## config.mk

```make
export PLATFORM = sky130hd
export DESIGN_NAME = vbds_scan
export DESIGN_NICKNAME = d
export VERILOG_FILES = /design/src/sv/vbds_pkg.sv /design/src/sv/vbds_scan.sv
export SDC_FILE = /design/constraint.sdc
export NUM_CORES = 1
export LEC_CHECK = 0
export BUFFER_PORTS_ARGS = -buffer_cell sky130_fd_sc_hd__buf_2
export CORE_ASPECT_RATIO = 0.7
export CORE_UTILIZATION = 35
export DETAILED_ROUTE_END_ITERATION = 12
export HOLD_SLACK_MARGIN = 0.1
export PLACE_DENSITY = 0.49
export SYNTH_ARGS = -nofsm -noshare
export SYNTH_HDL_FRONTEND = slang
export SYNTH_SLANG_ARGS = --single-unit
```

## constraint.sdc

```tcl
create_clock -name clk -period 4.5 [get_ports clk]
set_clock_uncertainty 0.15 [all_clocks]
set_input_delay 0.9 -clock clk [delete_from_list [all_inputs] [get_ports clk]]
set_output_delay 0.9 -clock clk [all_outputs]
set_load 0.03 [all_outputs]
```

## src/sv/vbds_pkg.sv

```systemverilog
// shared types and codes for the 2x2x2 volume box downsampler
// no dependencies; imported by vbds_scan, vbds_accum, the top level, the checker and the testbench
package vbds_pkg;

  // configuration register indexes
  localparam logic [1:0] REG_IN_WIDTH  = 2'd0;
  localparam logic [1:0] REG_IN_HEIGHT = 2'd1;
  localparam logic [1:0] REG_IN_DEPTH  = 2'd2;

  localparam int CFG_INDEX_BITS = 2;
  localparam int CFG_DATA_BITS  = 16;
  localparam int WIDTH_REG_BITS = 9;
  localparam int DEPTH_BITS     = 16;

  // per-voxel control carried along the accumulate pipeline
  typedef struct packed {
    logic       first;   // opens a new block sum
    logic       last;    // closes the block, emits a result
    logic       done;    // last output voxel of the volume
    logic [1:0] wshift;  // log2 of weight from unit-size axes
  } vbds_flags_t;

endpackage

```

## src/sv/vbds_scan.sv

```systemverilog
// size registers and raster position tracking for the downsampler
// computes block address and block flags per input voxel; uses vbds_pkg
module vbds_scan import vbds_pkg::*; #(
  parameter int MAX_WIDTH  = 256,
  parameter int MAX_HEIGHT = 256,
  parameter int AXW        = 7,
  parameter int AYW        = 7
) (
  input  logic                      clk,
  input  logic                      rst_n,
  input  logic                      cfg_valid,
  output logic                      cfg_ready,
  input  logic [CFG_INDEX_BITS-1:0] cfg_index,
  input  logic [CFG_DATA_BITS-1:0]  cfg_data,
  input  logic                      in_tvalid,
  output logic                      in_tready,
  input  logic                      item_ready,
  output logic                      push_valid,
  output logic [AYW+AXW-1:0]        push_addr,
  output vbds_flags_t               push_flags
);

  localparam int XW  = (MAX_WIDTH  > 2) ? $clog2(MAX_WIDTH)  : 1;
  localparam int YW  = (MAX_HEIGHT > 2) ? $clog2(MAX_HEIGHT) : 1;
  localparam int CXW = (XW + 1 > WIDTH_REG_BITS) ? XW + 1 : WIDTH_REG_BITS;
  localparam int CYW = (YW + 1 > WIDTH_REG_BITS) ? YW + 1 : WIDTH_REG_BITS;

  logic [WIDTH_REG_BITS-1:0] width_r, width_nxt;
  logic [WIDTH_REG_BITS-1:0] height_r, height_nxt;
  logic [DEPTH_BITS-1:0]     depth_r, depth_nxt;
  logic [XW-1:0]             col_r, col_nxt;
  logic [YW-1:0]             row_r, row_nxt;
  logic [DEPTH_BITS-1:0]     plane_r, plane_nxt;

  logic [CXW-1:0]        w_ext;
  logic [CYW-1:0]        h_ext;
  logic [XW:0]           w_eff;
  logic [YW:0]           h_eff;
  logic [DEPTH_BITS-1:0] d_eff;
  logic [XW-1:0]         ow;
  logic [YW-1:0]         oh;
  logic [DEPTH_BITS-1:0] od;
  logic                  w1, h1, d1;
  logic                  inx, iny, inz;
  logic [XW-1:0]         ox;
  logic [YW-1:0]         oy;
  logic [DEPTH_BITS-1:0] oz;
  logic                  accept, cfg_hit;
  logic [XW:0]           col_inc;
  logic [YW:0]           row_inc;
  logic [DEPTH_BITS:0]   plane_inc;

  assign cfg_ready = 1'b1;
  assign in_tready = item_ready;
  assign accept    = in_tvalid & item_ready;
  assign cfg_hit   = cfg_valid & ((cfg_index == REG_IN_WIDTH) |
                     (cfg_index == REG_IN_HEIGHT) | (cfg_index == REG_IN_DEPTH));

  // effective sizes: zero counts as one, width and height saturate
  always_comb begin
    w_ext = CXW'(width_r);
    h_ext = CYW'(height_r);
    if (w_ext == '0) w_eff = (XW+1)'(1);
    else if (w_ext > CXW'(MAX_WIDTH)) w_eff = (XW+1)'(MAX_WIDTH);
    else w_eff = (XW+1)'(w_ext);
    if (h_ext == '0) h_eff = (YW+1)'(1);
    else if (h_ext > CYW'(MAX_HEIGHT)) h_eff = (YW+1)'(MAX_HEIGHT);
    else h_eff = (YW+1)'(h_ext);
    d_eff = (depth_r == '0) ? DEPTH_BITS'(1) : depth_r;
  end

  // output sizes and unit-axis flags
  assign w1 = (w_eff == (XW+1)'(1));
  assign h1 = (h_eff == (YW+1)'(1));
  assign d1 = (d_eff == DEPTH_BITS'(1));
  assign ow = w1 ? XW'(1) : XW'(w_eff >> 1);
  assign oh = h1 ? YW'(1) : YW'(h_eff >> 1);
  assign od = d1 ? DEPTH_BITS'(1) : (d_eff >> 1);

  // trailing odd column, row or plane is dropped
  assign inx = w1 | ({1'b0, col_r} < {ow, 1'b0});
  assign iny = h1 | ({1'b0, row_r} < {oh, 1'b0});
  assign inz = d1 | ({1'b0, plane_r} < {od, 1'b0});

  assign ox = col_r >> 1;
  assign oy = row_r >> 1;
  assign oz = plane_r >> 1;

  // block address and flags for the current voxel
  always_comb begin
    push_valid       = accept & inx & iny & inz;
    push_addr        = {AYW'(oy), AXW'(ox)};
    push_flags.first = ~col_r[0] & ~row_r[0] & ~plane_r[0];
    push_flags.last  = (w1 | col_r[0]) & (h1 | row_r[0]) & (d1 | plane_r[0]);
    push_flags.done  = (ox == ow - XW'(1)) & (oy == oh - YW'(1)) &
                       (oz == od - DEPTH_BITS'(1));
    push_flags.wshift = 2'({1'b0, w1}) + 2'({1'b0, h1}) + 2'({1'b0, d1});
  end

  // raster position advance and size register writes
  always_comb begin
    width_nxt  = width_r;
    height_nxt = height_r;
    depth_nxt  = depth_r;
    col_nxt    = col_r;
    row_nxt    = row_r;
    plane_nxt  = plane_r;
    col_inc    = {1'b0, col_r} + (XW+1)'(1);
    row_inc    = {1'b0, row_r} + (YW+1)'(1);
    plane_inc  = {1'b0, plane_r} + (DEPTH_BITS+1)'(1);
    if (cfg_hit) begin
      case (cfg_index)
        REG_IN_WIDTH:  width_nxt  = cfg_data[WIDTH_REG_BITS-1:0];
        REG_IN_HEIGHT: height_nxt = cfg_data[WIDTH_REG_BITS-1:0];
        REG_IN_DEPTH:  depth_nxt  = cfg_data[DEPTH_BITS-1:0];
        default: ;
      endcase
      col_nxt   = '0;
      row_nxt   = '0;
      plane_nxt = '0;
    end else if (accept) begin
      if (col_inc >= w_eff) begin
        col_nxt = '0;
        if (row_inc >= h_eff) begin
          row_nxt = '0;
          if (plane_inc >= {1'b0, d_eff}) plane_nxt = '0;
          else plane_nxt = plane_inc[DEPTH_BITS-1:0];
        end else begin
          row_nxt = row_inc[YW-1:0];
        end
      end else begin
        col_nxt = col_inc[XW-1:0];
      end
    end
  end

  always_ff @(posedge clk) begin
    if (!rst_n) begin
      width_r  <= WIDTH_REG_BITS'(1);
      height_r <= WIDTH_REG_BITS'(1);
      depth_r  <= DEPTH_BITS'(1);
      col_r    <= '0;
      row_r    <= '0;
      plane_r  <= '0;
    end else begin
      width_r  <= width_nxt;
      height_r <= height_nxt;
      depth_r  <= depth_nxt;
      col_r    <= col_nxt;
      row_r    <= row_nxt;
      plane_r  <= plane_nxt;
    end
  end

endmodule

```

==> run metrics <==
routed vias=about 5,500; mean post-synth cell area=approximately 7.7 um2; worst voltage drop across the vdd grid=between 0.15 and 0.2 mV; Yosys top cell area share=between 20 and 25%; count of hold buffers inserted by post-cts repair=0; total die area=17,200 um2; routed wl met3=around 800 um; Initial DRC Count=268; Chip Height=110 um; layout-stage area growth over the synthesis result=16.9%; top cells by area, synth=dfxtp_1 23%, ha_1 15%, nand2_1 5.7%, xnor2_1 4.4%, a21oi_1 3.7%; Final Wtd Congestion=0.894; number of synthesized flops with an enable pin=0; Largest stage delay, worst path=390 ps; leakage power=2.85 nW; number of hold violations in the final report=0; FF/Latch Area=1330 um2; relative max-transition margin=between 30 and 40%; element type at the critical path end=primary output; Post-Layout Cell Count=slightly above 1,000; Core Region=around 16,000 um2; clock period minus worst slack=between 4000 and 5000 ps; Filler cells=between 1,500 and 2,000; vias in the first global route=around 5,300; master cell of the clock root buffer=clkbuf_16; run status=finished clean; number of buffers on the longest clock path=2; nets@finish=between 800 and 900; maximum clock frequency=between 200 and 250 MHz; Routed WL per cell=17.5 um; initial antenna violation count=0; GRT Residual Overflow=0; WL met1=9650 um; final routed DRC violation total=0; gate count after technology mapping=approximately 760; crit path max-delay cell type=dfxtp_1; starting utilization of the core area=between 30% and 40%; Boundary Pins=45; Synth Cell Area=5840 um2; RSZ-0062 raised after global routing=true; Finished Cell Area=about 6800 um2; post-synthesis async set-or-reset flop share=0%; Max Cap Violations=0; placed insts=between 1,000 and 1,500; DIE WIDTH=between 150 and 200 um; cell types with the highest counts after synthesis=89 x nand2_1, 69 x ha_1, 66 x dfxtp_1; startpoint type of the worst setup path=flop; top routing layer used=met4; net count after synthesis=around 860; standard-cell rows=39; classification of the worst-slack hold path=reg -> reg; number of levels the H-tree was split into=3; required arrival time at the worst endpoint=3450 ps; first-pass iteration count of the detailed router=5; wire length on met2=roughly 7400 um; Clock Latency Late Sink=340 ps; number of register bits inferred by synthesis=66; distinct cell type count of the synthesized netlist=62; hpwl dp=around 14,000 um; count of yosys warnings during synthesis=0; sequential element share of the synthesized area=roughly 23%; antenna cell count=0; CTS sink cnt=between 60 and 70; final-report setup violation count=0; per-cell via count in the routed design=around 5.3; port bufs=43; power per cell area=approximately 270 nW/um2; CTS tree=built; endpoint arrival time on the critical path=~3400 ps; biggest fanout along the worst timing path=8; ys flop type=dfxtp_1; Inserted Clock Buffers=9; cell-by-cell listing of the critical path=nor4_2, nand2_1, nor2_2, a21oi_1, inv_1, ha_1, nor3_2, nand4_1, nor4_2, o31a_1, nand4_1, nor4_1, o2111a_1, buf_6; area of the multi-input gates=4200 um2; fin crit share=98.3%; clock slew at reported path FFs=about 70 ps; cell with the most instances after synthesis=nand2_1; post-detailed-routing wire length=18,100 um; final count of pins violating max slew=0; Tot GR Track Use=around 22%; largest net degree at the start of global routing=37; fraction of layout instances using a drive strength above 1=about 15%; Post-DP Area=~6400 um2; most area-hungry cell type in the Yosys netlist=dfxtp_1; post-route ant nets=0; global-route wire length before repair=a little under 30,000 um; critical path type=reg -> out; transition time at the pin with the least slew margin=approximately 940 ps
## metrics by stage
step	utilization (%)	TNS, ps	hold slack, ps	total power [W]	setup WS, ps
after detailed placement	39.0	0	362	0.00107	123
after CTS	41.2	0	375	0.00182	10.0
after floorplan	-	0	283	0.000926	69.6
final	41.9	0	374	0.00183	78.5
after global routing	41.9	-142	396	0.00192	-134
after global placement	39.0	0	365	0.00106	183
## critical path, delay by kind of cell, from the launching register on
family          cells  cell delay (ps)
simple gates        8             1590
compound gates      3              530
flops               1              390
fa+ha+maj           1              260
buf+inv             2              230
## metal layers
| layer | track usage (%) | vias to the layer above |
|---|---|---|
| li1 | - | 2747 |
| met1 | 32.3 | 2618 |
| met2 | 33.8 | 119 |
| met3 | 3.60 | 22 |
| met4 | 5.81 | 0 |
| met5 | 0 | - |
## layout make-up
class / instances / area share (%)
timing repair buffer: 83 / 7.69
sequential: 66 / 19.4
tap: 225 / 4.13
clock buffer: 9 / 3.30
inverter: 51 / 2.81
multi-input combinational: 593 / 61.5
clock inverter: 7 / 1.14
## flip-flops by register name, summed over array words and instances (netlist names)
name     flops
h_ext        9
plane_r     16
depth_r     16
row_r        8
col_r        8
w_ext        9
## cells by family (layout without fill, tap and decap cells)
group / count (synthesis) / after routing / synth area share [%]
mux: 20 / 20 / 3.45
fa+ha+maj: 70 / 70 / 15.1
buf+inv: 103 / 150 / 7.72
flops: 66 / 66 / 22.6
simple gates: 287 / 287 / 25.1
xor+xnor: 53 / 53 / 7.95
other cells: 1 / 1 / 0.0642
compound gates: 162 / 162 / 18.0
## final timing paths
| path | from | to | slack [ps] | cells past startpoint |
|---|---|---|---|---|
| max | h_ext[5] | push_flags[2] | 80 | 14 |
| min | w_ext[0] | w_ext[0] | 370 | 2 |
| max reg2reg | plane_r[0] | plane_r[5] | 620 | 13 |
| min reg2reg | w_ext[0] | w_ext[0] | 370 | 2 |
## timing repair
| item | 4_1_cts | 5_1_grt |
|---|---|---|
| hold endpoints to repair | 0 | 0 |
| resized for setup | 10 | 19 |
| buffers inserted | 1 | 2 |
| endpoints found under the setup margin | 2 | 2 |
| pin swaps | 3 | 14 |
## report_power, final
part	internal (W)	leakage (nW)	switching (W)
registers	0.000596	0.536	0.0000146
clock network	0.000434	0.146	0.000304
logic	0.000200	2.16	0.000281
## placed cells by master, fill, tap and decap left out, types with 4 or more instances in the layout
| master | count |
|---|---|
| a21oi_1 | 43 |
| o21a_1 | 14 |
| nand2_1 | 89 |
| buf_2 | 41 |
| nor2_1 | 41 |
| a21o_1 | 6 |
| a21boi_0 | 16 |
| o21ai_0 | 33 |
| buf_4 | 41 |
| a211oi_1 | 6 |
| xor2_1 | 23 |
| nand2b_1 | 15 |
| dfxtp_1 | 63 |
| nand3b_1 | 10 |
| xnor2_1 | 29 |
| and2_1 | 5 |
| or3_1 | 8 |
| nor2b_1 | 26 |
| ha_1 | 69 |
| o211ai_1 | 6 |
| and3_1 | 13 |
| clkbuf_16 | 9 |
| nor4_1 | 4 |
| inv_1 | 50 |
| mux2i_1 | 19 |
| nand4_1 | 16 |
| nand3_1 | 22 |
| nor3_1 | 11 |
Power figures use the tool's default switching activity.
